[src/csb_pkg.sv]
// shared constants and types for the categorical sample bucketer
// no dependencies; imported by csb_bucket_bank, categorical_sample_bucketer_core and tb

package csb_pkg;

  localparam int CATEGORIES  = 16;
  localparam int MAX_SAMPLES = 65536;

  localparam int CAT_W   = $clog2(CATEGORIES);
  localparam int PROB_W  = 16;
  localparam int SUM_W   = 21;
  localparam int CNT_W   = 16;
  localparam int SMP_W   = 16;
  localparam int CATO_W  = 4;

  // sample counter wraps at the smaller of MAX_SAMPLES and 2^16
  localparam int SAMPLE_WRAP = (MAX_SAMPLES < 65536) ? MAX_SAMPLES : 65536;

  localparam logic CMD_CLEAR = 1'b0;
  localparam logic CMD_PROB  = 1'b1;

  localparam int S_TDATA_W = 32;
  localparam int S_TUSER_W = 2;
  localparam int M_TDATA_W = 40;

  // control from the row logic to the count bank
  typedef struct packed {
    logic             clear;
    logic             bump;
    logic [CAT_W-1:0] cat;
  } bank_ctrl_t;

  // one result transaction, sample number in the low bits
  typedef struct packed {
    logic [CNT_W-1:0]  slot;
    logic [CATO_W-1:0] category;
    logic [SMP_W-1:0]  sample_number;
  } result_t;

endpackage

[src/csb_bucket_bank.sv]
// per-category bucket counters with saturating increment and bulk clear
// depends on csb_pkg

module csb_bucket_bank import csb_pkg::*; (
  input  logic             clk_i,
  input  logic             rst_ni,
  input  bank_ctrl_t       ctrl_i,
  output logic [CNT_W-1:0] slot_o
);

  logic [CNT_W-1:0] counts_q [CATEGORIES];
  logic [CNT_W-1:0] counts_d [CATEGORIES];

  assign slot_o = counts_q[ctrl_i.cat];

  always_comb begin
    for (int i = 0; i < CATEGORIES; i++) begin
      counts_d[i] = counts_q[i];
      if (ctrl_i.clear) begin
        counts_d[i] = '0;
      end else if (ctrl_i.bump && (ctrl_i.cat == CAT_W'(i)) && (counts_q[i] != '1)) begin
        counts_d[i] = counts_q[i] + CNT_W'(1);
      end
    end
  end

  always_ff @(posedge clk_i or negedge rst_ni) begin
    if (!rst_ni) begin
      for (int i = 0; i < CATEGORIES; i++) begin
        counts_q[i] <= '0;
      end
    end else begin
      for (int i = 0; i < CATEGORIES; i++) begin
        counts_q[i] <= counts_d[i];
      end
    end
  end

endmodule

[src/categorical_sample_bucketer_core.sv]
// top level of the categorical sample bucketer: row scan, sample counter, output skid
// depends on csb_pkg and csb_bucket_bank
// a result is registered in the result register, or in the skid while the receiver stalls
// throughput: one input transaction per cycle while the skid is empty; the row sum, compare and count update
//   for an element all settle between the row state registers and the result register
// a two-deep output (result register plus skid) keeps the input open while a result waits
// reset clears the bucket counts, sample counter, row state and the valid flags of both output stages at once

module categorical_sample_bucketer_core import csb_pkg::*; (
  input  logic                 clk_i,
  input  logic                 rst_ni,
  // slave side
  input  logic                 s_axis_tvalid,
  output logic                 s_axis_tready,
  input  logic [S_TDATA_W-1:0] s_axis_tdata,  // prob [15:0], uniform [31:16]
  input  logic [S_TUSER_W-1:0] s_axis_tuser,  // cmd [0], first_of_row [1]
  input  logic                 s_axis_tlast,  // last_of_row
  // master side
  output logic                 m_axis_tvalid,
  input  logic                 m_axis_tready,
  output logic [M_TDATA_W-1:0] m_axis_tdata   // sample_number [15:0], category [19:16],
                                              // slot [35:20], zero [39:36]
);

  // input field unpacking
  logic [PROB_W-1:0] prob;
  logic [PROB_W-1:0] uniform;
  logic              cmd;
  logic              first_of_row;
  logic              last_of_row;

  assign prob         = s_axis_tdata[15:0];
  assign uniform      = s_axis_tdata[31:16];
  assign cmd          = s_axis_tuser[0];
  assign first_of_row = s_axis_tuser[1];
  assign last_of_row  = s_axis_tlast;

  // row state
  logic [SUM_W-1:0]  sum_q, sum_d;
  logic [PROB_W-1:0] held_q, held_d;
  logic [CAT_W-1:0]  pos_q, pos_d;
  logic [CAT_W-1:0]  chosen_q, chosen_d;
  logic              found_q, found_d;
  logic [SMP_W-1:0]  smp_q, smp_d;

  // output stages
  logic    out_valid_q, out_valid_d;
  logic    skid_valid_q, skid_valid_d;
  result_t out_q, out_d;
  result_t skid_q, skid_d;

  logic accept;
  logic produce;
  logic out_free;

  // the input stalls only when both output stages are full
  assign s_axis_tready = !skid_valid_q;
  assign accept        = s_axis_tvalid && s_axis_tready;
  assign out_free      = !out_valid_q || m_axis_tready;

  // element scan: restart on first, add, find first crossing
  logic [SUM_W-1:0]  base_sum;
  logic [CAT_W-1:0]  base_pos;
  logic [CAT_W-1:0]  base_chosen;
  logic              base_found;
  logic [PROB_W-1:0] uni_eff;
  logic [SUM_W:0]    sum_wide;
  logic [SUM_W-1:0]  sum_new;
  logic              hit;
  logic              found_new;
  logic [CAT_W-1:0]  chosen_new;
  logic [CAT_W-1:0]  cat_pick;

  always_comb begin
    base_sum    = first_of_row ? '0 : sum_q;
    base_pos    = first_of_row ? '0 : pos_q;
    base_chosen = first_of_row ? '0 : chosen_q;
    base_found  = first_of_row ? 1'b0 : found_q;
    uni_eff     = first_of_row ? uniform : held_q;

    // saturating Q5.16 accumulate
    sum_wide = {1'b0, base_sum} + (SUM_W + 1)'(prob);
    sum_new  = sum_wide[SUM_W] ? '1 : sum_wide[SUM_W-1:0];

    hit        = !base_found && (sum_new >= SUM_W'(uni_eff));
    found_new  = base_found || hit;
    chosen_new = hit ? base_pos : base_chosen;

    // sum never reached the uniform: fall back to this element's position
    cat_pick = found_new ? chosen_new : base_pos;
  end

  assign produce = accept && (cmd == CMD_PROB) && last_of_row;

  // bucket counts
  bank_ctrl_t       bank_ctrl;
  logic [CNT_W-1:0] slot;

  assign bank_ctrl.clear = accept && (cmd == CMD_CLEAR);
  assign bank_ctrl.bump  = produce;
  assign bank_ctrl.cat   = cat_pick;

  csb_bucket_bank u_bank (
    .clk_i  (clk_i),
    .rst_ni (rst_ni),
    .ctrl_i (bank_ctrl),
    .slot_o (slot)
  );

  // sample counter wrap
  logic [SMP_W:0] smp_inc;
  assign smp_inc = {1'b0, smp_q} + (SMP_W + 1)'(1);

  // result built from the current element
  result_t res_new;
  logic [CAT_W+CATO_W-1:0] cat_wide;

  assign cat_wide              = (CAT_W + CATO_W)'(cat_pick);
  assign res_new.sample_number = smp_q;
  assign res_new.category      = cat_wide[CATO_W-1:0];
  assign res_new.slot          = slot;

  // row state update
  always_comb begin
    sum_d    = sum_q;
    held_d   = held_q;
    pos_d    = pos_q;
    chosen_d = chosen_q;
    found_d  = found_q;
    smp_d    = smp_q;
    if (accept) begin
      if (cmd == CMD_CLEAR) begin
        // clear keeps the row state
        smp_d = '0;
      end else begin
        held_d = uni_eff;
        if (last_of_row) begin
          sum_d    = '0;
          pos_d    = '0;
          chosen_d = '0;
          found_d  = 1'b0;
          smp_d    = (smp_inc >= (SMP_W + 1)'(SAMPLE_WRAP)) ? '0 : smp_inc[SMP_W-1:0];
        end else begin
          sum_d    = sum_new;
          chosen_d = chosen_new;
          found_d  = found_new;
          // position sticks at the last category
          pos_d    = (base_pos < CAT_W'(CATEGORIES - 1)) ? base_pos + CAT_W'(1) : base_pos;
        end
      end
    end
  end

  // result register plus skid stage
  always_comb begin
    out_valid_d  = out_valid_q;
    skid_valid_d = skid_valid_q;
    out_d        = out_q;
    skid_d       = skid_q;
    if (out_free) begin
      if (skid_valid_q) begin
        // input is stalled while the skid is full, so nothing new arrives here
        out_d        = skid_q;
        out_valid_d  = 1'b1;
        skid_valid_d = 1'b0;
      end else begin
        out_valid_d = produce;
        if (produce) begin
          out_d = res_new;
        end
      end
    end else if (produce) begin
      skid_d       = res_new;
      skid_valid_d = 1'b1;
    end
  end

  always_ff @(posedge clk_i or negedge rst_ni) begin
    if (!rst_ni) begin
      sum_q        <= '0;
      held_q       <= '0;
      pos_q        <= '0;
      chosen_q     <= '0;
      found_q      <= 1'b0;
      smp_q        <= '0;
      out_valid_q  <= 1'b0;
      skid_valid_q <= 1'b0;
    end else begin
      sum_q        <= sum_d;
      held_q       <= held_d;
      pos_q        <= pos_d;
      chosen_q     <= chosen_d;
      found_q      <= found_d;
      smp_q        <= smp_d;
      out_valid_q  <= out_valid_d;
      skid_valid_q <= skid_valid_d;
    end
  end

  // payload registers, no reset
  always_ff @(posedge clk_i) begin
    out_q  <= out_d;
    skid_q <= skid_d;
  end

  assign m_axis_tvalid = out_valid_q;
  assign m_axis_tdata  = {(M_TDATA_W - $bits(result_t))'(0), out_q};

endmodule

[config.mk]
export PLATFORM = sky130hd
export DESIGN_NAME = categorical_sample_bucketer_core
export DESIGN_NICKNAME = d
export VERILOG_FILES = /design/src/csb_pkg.sv /design/src/csb_bucket_bank.sv /design/src/categorical_sample_bucketer_core.sv
export SDC_FILE = /design/constraint.sdc
export NUM_CORES = 1
export LEC_CHECK = 0
export BUFFER_PORTS_ARGS = -buffer_cell sky130_fd_sc_hd__buf_4
export CAP_MARGIN = 20
export CELL_PAD_IN_SITES_DETAIL_PLACEMENT = 1
export CELL_PAD_IN_SITES_GLOBAL_PLACEMENT = 2
export CORE_UTILIZATION = 38
export CTS_CLUSTER_DIAMETER = 120
export CTS_CLUSTER_SIZE = 28
export DETAILED_ROUTE_END_ITERATION = 10
export HOLD_SLACK_MARGIN = 0.1
export PLACE_DENSITY_LB_ADDON = 0.1
export SLEW_MARGIN = 30
export SYNTH_ARGS = -nofsm -noshare
export SYNTH_HDL_FRONTEND = slang
export SYNTH_SLANG_ARGS = --single-unit
[constraint.sdc]
create_clock -name clk_i -period 4.3 [get_ports clk_i]
set_clock_uncertainty 0.2 [all_clocks]
set_input_delay 0.43 -clock clk_i [delete_from_list [all_inputs] [get_ports clk_i]]
set_output_delay 0.43 -clock clk_i [all_outputs]
set_load 0.01 [all_outputs]
# After elaboration in Yosys (flattened, before gate mapping)
# Index checks and enable logic that the tools add are counted.
# classes
reduce_logical	65
eq_ne	32
magnitude_cmp	4
add_sub_neg	19
bitwise_logic	3
n_mux	56
# op_table
op	n
$mux W16	38
$add A16 B1 Y16 const B	16
$ne A16 B16 Y1 const B	16
$mux W36	2
$bmux W16 S4	1
$mux W21	3
$logic_and A1 B1 Y1	37
$reduce_bool A2 Y1	18
$eq A4 B4 Y1 const B	8
$mux W4	7
$add A21 B16 Y22	1
$ge A21 B16 Y1	1
$add A16 B1 Y17 const B	1
$ge A17 B17 Y1 const B	1
$eq A4 B3 Y1 const B	4
$eq A4 B2 Y1 const B	2
$reduce_and A2 Y1	4
$ge A5 B5 Y1 const B	1
$mux W1	5
$not A4 Y5	1
$add A4 B1 Y4 const B	1
$eq A4 B1 Y1 const B	1
$logic_not A4 Y1	1
$lt A4 B4 Y1 const B	1
other kinds (4)	8
# totals
in_bits	39
reg_bits	392
output_inout_bits	42
wordCells	209

# Depth between registers and ports, before layout
# depth
ltp_word	13
depth_mapped	24

# Modules after synthesis
# A second synthesis with hierarchy kept.
# hier_totals
cells_unflattened	2241
area_unflattened_um2	22824.4
# modules_own_cells
module	area_each_um2	cells_each	n_inst
csb_bucket_bank	15701.3	1607	1
categorical_sample_bucketer_core	7123.1	634	1

# Worst setup path before layout
# Ideal clock, no wire load.
# synth_timing
kind	input to register
from	input port s_axis_tuser[1]
to	register chosen_q[0]
path_stages	24
arrival_ns	5.676
setup_ns	0.066
path_buffers	5
setup_slack_ns	-1.642
cell_sequence	clkbuf_1 > clkbuf_1 > buf_1 > clkbuf_1 > nor2b_1 > ha_1 > and4_1 > nand3_1 > a21o_1 > a21oi_1 > a21oi_1 > or3_1 > clkbuf_1 > nand2_1 > ha_1 > o21a_1 > o21ai_0 > a31o_2 > and3_1 > nand3_1 > nor4_4 > a21oi_2 > o31ai_4 > a22o_1
# synth_via
elab_chain_cells	7
# synth_lines
element	line_no	text
start: declaration	categorical_sample_bucketer_core.sv:16	input logic [S_TUSER_W-1:0] s_axis_tuser,
$mux W21	categorical_sample_bucketer_core.sv:75	base_sum = first_of_row ? '0 : sum_q;
$add A21 B16 Y22	categorical_sample_bucketer_core.sv:82	sum_wide = {1'b0, base_sum} + (SUM_W + 1)'(prob);
$mux W21	categorical_sample_bucketer_core.sv:83	sum_new = sum_wide[SUM_W] ? '1 : sum_wide[SUM_W-1:0];
$ge A21 B16 Y1	categorical_sample_bucketer_core.sv:85	hit = !base_found && (sum_new >= SUM_W'(uni_eff));
$logic_and A1 B1 Y1	categorical_sample_bucketer_core.sv:85	
$mux W4 (*)	categorical_sample_bucketer_core.sv:87	chosen_new = hit ? base_pos : base_chosen;
$mux W4 (*)	categorical_sample_bucketer_core.sv:137	if (last_of_row) begin
end signal: assignment	categorical_sample_bucketer_core.sv:192	chosen_q <= chosen_d;
end: declaration	categorical_sample_bucketer_core.sv:42	logic [CAT_W-1:0] chosen_q, chosen_d;
# Every way passes the cells marked *; elsewhere a longest branch is shown, timed or not.
# A chain may end at the register's enable or synchronous reset.

# Final worst setup path
# layout_timing
from	register sum_q[0]
to	register chosen_q[1]
# layout_via
elab_chain_cells	7
# layout_lines
element	line_no	text
start: declaration	categorical_sample_bucketer_core.sv:39	logic [SUM_W-1:0] sum_q, sum_d;
start signal: assignment	categorical_sample_bucketer_core.sv:189	sum_q <= sum_d;
$mux W21	categorical_sample_bucketer_core.sv:75	
$add A21 B16 Y22	categorical_sample_bucketer_core.sv:82	
$mux W21	categorical_sample_bucketer_core.sv:83	
$ge A21 B16 Y1	categorical_sample_bucketer_core.sv:85	
$logic_and A1 B1 Y1	categorical_sample_bucketer_core.sv:85	
$mux W4	categorical_sample_bucketer_core.sv:87	
$mux W4	categorical_sample_bucketer_core.sv:137	
# No other way between the ends.

==> impl_metrics.py <==
metrics = {
    "outcome": {
        "status": "complete, but fails checks",
        "violations": "negative setup slack",
    },
    "floorplan": {
        "die_x_microns": 240,
        "initial_core_util": 0.388,
        "core-area_sq_um": 55600,
        "die_h_microns": 240,
        "ios": 81,
        "dieArea_sq_um": 57700,
        "rows": 86,
    },
    "logic_synthesis": {
        "synth_seq_area_share": 0.471,
        "ys_warn_count": 0,
        "synth_cell_type_count": 78,
        "syn_area_per_cell_sq_um": 10.3,
        "synth-seq-cells": 392,
        "netlist_instances": 2097,
        "synthArstFlopShare": 0.816,
        "yosys.area.top_type": "dfrtp_1",
        "synth-edff-count": 72,
        "yosys-top-cells-area": "dfrtp_1 (37%), edfxtp_1 (10%), mux4_2 (6.7%), xor2_1 (5.8%), nor2_1 (5.3%)",
        "synthFlopType": "dfrtp_1",
        "syn_area_sq_um": 21600,
        "synth_top_area_frac": 0.371,
    },
    "place": {
        "pre_cts_ws_ps": -529,
        "placedCellCount": 2943,
        "port_buffers": 76,
        "gp_congestion": 0.877,
        "dp_hpwl_microns": 46600,
    },
    "grt": {
        "antenna_found_initial": 2,
        "grt_pass1_wl_microns": 101000,
        "grt_usage": 0.226,
        "grt_pass1_vias": 16936,
        "grt_start_max_net_pins": 83,
        "grt_remaining_overflow": 0,
    },
    "clocking": {
        "path_clk_slew_ps": 120,
        "cts.sinks": 392,
        "numCtsBuffers": 18,
        "clk_path_buf_depth": 3,
        "cts_tree": "done",
        "htree_levels": 1,
        "clock_latency_ps": 570,
        "root_buffer": "clkbuf_16",
    },
    "timing": {
        "tns_ps": -211,
        "fin_crit_sh": 1.02,
        "fin_ws_ps": -73.0,
        "worst_slew_pin_slew_ps": 955,
        "maxSlewViolCount": 0,
        "setup_violations": 4,
        "whs_ps": 127,
        "rsz0062_at_grt": "true",
        "max_freq_mhz": 229,
        "hold_violations": 0,
        "layout_min_cycle_time_ps": 4370,
        "slew_headroom": 0.364,
    },
    "power_and_ir_drop": {
        "vdd_drop_max_uv": 222,
        "powerDensity_nw_per_um2": 299,
        "leakage_nw": 10.5,
        "report.power.total_mw": 7.33,
    },
    "critical_path": {
        "crit_chain": "nor2b_4 -> ha_4 -> fa_2 -> a211oi_2 -> o211ai_1 -> nand2_1 -> nand2b_1 -> a211oi_2 -> nor2_1 -> xor2_1 -> or2_4 -> ha_4 -> o21a_1 -> o21ai_2 -> a31o_2 -> and3_4 -> nand3_4 -> nor4_4 -> a21oi_2 -> o31ai_4 -> a22o_1",
        "cpPeakStageDelay_ps": 400,
        "reg2regPathDepth": 21,
        "r2r-end": "chosen_q[1]",
        "crit_fanout": 4,
        "crit_cells": 21,
        "critical_path_class": "reg2reg",
        "critPathLaunchType": "flip-flop",
        "path_buf_inv": 0,
        "critPathRequiredTime_ps": 4610,
        "critPathSlowestCell": "dfrtp_1",
        "crit_family": "compound AO/OA/AOI/OAI gates",
        "critPathCaptureType": "flip-flop",
        "r2r_slack_ps": -70,
        "arrival_ps": 4680,
        "timing.rr.start": "sum_q[0]",
    },
    "detailed_routing": {
        "drtIter0Drc": 918,
        "viasPerCell": 5.45,
        "wirelength_microns": 63600,
        "dr.pass1.iters": 5,
        "drt.antenna.violating_nets": 0,
        "wire_per_inst_microns": 21.2,
        "drc": 0,
        "vias": 16322,
    },
    "worst_hold_path": {
        "min_from": "s_axis_tdata[30]",
        "hold_end": "held_q[14]",
        "holdPathStages": 3,
        "hold_path.class": "in2reg",
    },
    "cells_and_area": {
        "nets": 2328,
        "n_antenna_cell": 0,
        "final_cell_mix": "dfrtp_1 (320), nor2_1 (299), nand2_1 (222)",
        "final_cells": 2995,
        "area_delta_synth_final_pct": 13.7,
        "final_common_cell": "dfrtp_1",
        "drive_above_1_share": 0.167,
    },
    "run": {
        "maxCapViolCount": 0,
    },
}
how the worst max path moves through the flow:
stage	startpoint	to	slack, ps
final	sum_q[0]	chosen_q[1]	-70
after global routing	sum_q[0]	chosen_q[1]	-340
after CTS	sum_q[0]	chosen_q[1]	-170
after detailed placement	s_axis_tuser[1]	chosen_q[0]	-530
after global placement	s_axis_tuser[1]	chosen_q[1]	-410
after floorplan	s_axis_tuser[1]	chosen_q[0]	-400
repair_timing:
action,CTS,global route
endpoints found under the setup margin,5,5
setup buffers,4,2
resized for setup,13,4
hold buffers,17,0
hold endpoints to repair,96,0
pin swaps,14,14
metrics by stage:
stage                     instance area [sq um]  utilization
final                                     24500        0.441
after global routing                      24500        0.441
after CTS                                 24500        0.441
after detailed placement                  23700        0.426
after global placement                    23700        0.426
after floorplan                           21700            -
cell usage after synthesis (21+ instances only):
cell,instances
inv_1,31
and2_1,21
and3_1,60
xnor2_1,79
nand2_1,223
a21oi_1,81
dfrtp_1,320
nor2_1,303
edfxtp_1,72
xor2_1,144
nor2b_1,24
and4_1,22
mux4_2,64
nand4_1,65
clkbuf_1,55
o21ai_0,71
mux2_2,33
nand3_1,80
ha_1,50
or3_1,36
mux2i_1,37
nor3_1,34
worst register-to-register path, cell delays in order (launching register included):
cell and delay [ps]:
dfrtp_1 400, nor2b_4 140, ha_4 160, fa_2 350, a211oi_2 240, o211ai_1 150, nand2_1 120, nand2b_1 100
a211oi_2 220, nor2_1 70, xor2_1 150, or2_4 250, ha_4 220, o21a_1 110, o21ai_2 210, a31o_2 140
and3_4 200, nand3_4 80, nor4_4 200, a21oi_2 120, o31ai_4 310, a22o_1 190
kinds of logic (layout without fill, tap and decap cells):
| logic type | count (synthesis) | count (layout) | share of synthesized area |
|---|---|---|---|
| AND/OR/NAND/NOR | 899 | 899 | 0.199 |
| flip-flops | 392 | 392 | 0.471 |
| AO/OA/AOI/OAI | 270 | 270 | 0.0805 |
| XOR/XNOR | 223 | 223 | 0.0905 |
| multiplexers | 136 | 136 | 0.103 |
| buffers and inverters | 125 | 272 | 0.0255 |
| adder cells (fa/ha/maj) | 51 | 51 | 0.0299 |
| other | 1 | 4 | 0.000174 |
final cells by class:
type | count | area, sq um
clock buffers | 27 | 505
clock inverters | 2 | 32.5
fillers | 6197 | 31100
inverters | 33 | 124
multi-input cells | 1583 | 11100
flip-flops and latches | 392 | 10200
well taps | 748 | 936
repair buffers | 210 | 1710
report_power, final:
group	internal (mW)	leakage, nW	switching (mW)
combinational	0.572	5.14	0.697
clock	0.846	0.258	1.28
sequential	3.86	5.07	0.0644
routing by layer:
layer,share of wire,wire [microns],global-route usage
met2,0.48,30400,0.372
met3,0.030,1930,0.0240
met1,0.46,29600,0.317
met4,0.027,1710,0.0608
met5,0,0,0
sequential cells by signal, indices dropped and copies added, names as in the netlist:
register / cells
found_q: 1
m_axis_tvalid: 1
pos_q: 4
chosen_q: 4
held_q: 16
u_bank.counts_q: 256
smp_q: 16
sum_q: 21
m_axis_tdata: 36
skid_valid_q: 1
skid_q: 36
No activity file was read; power rests on OpenSTA's default activity.
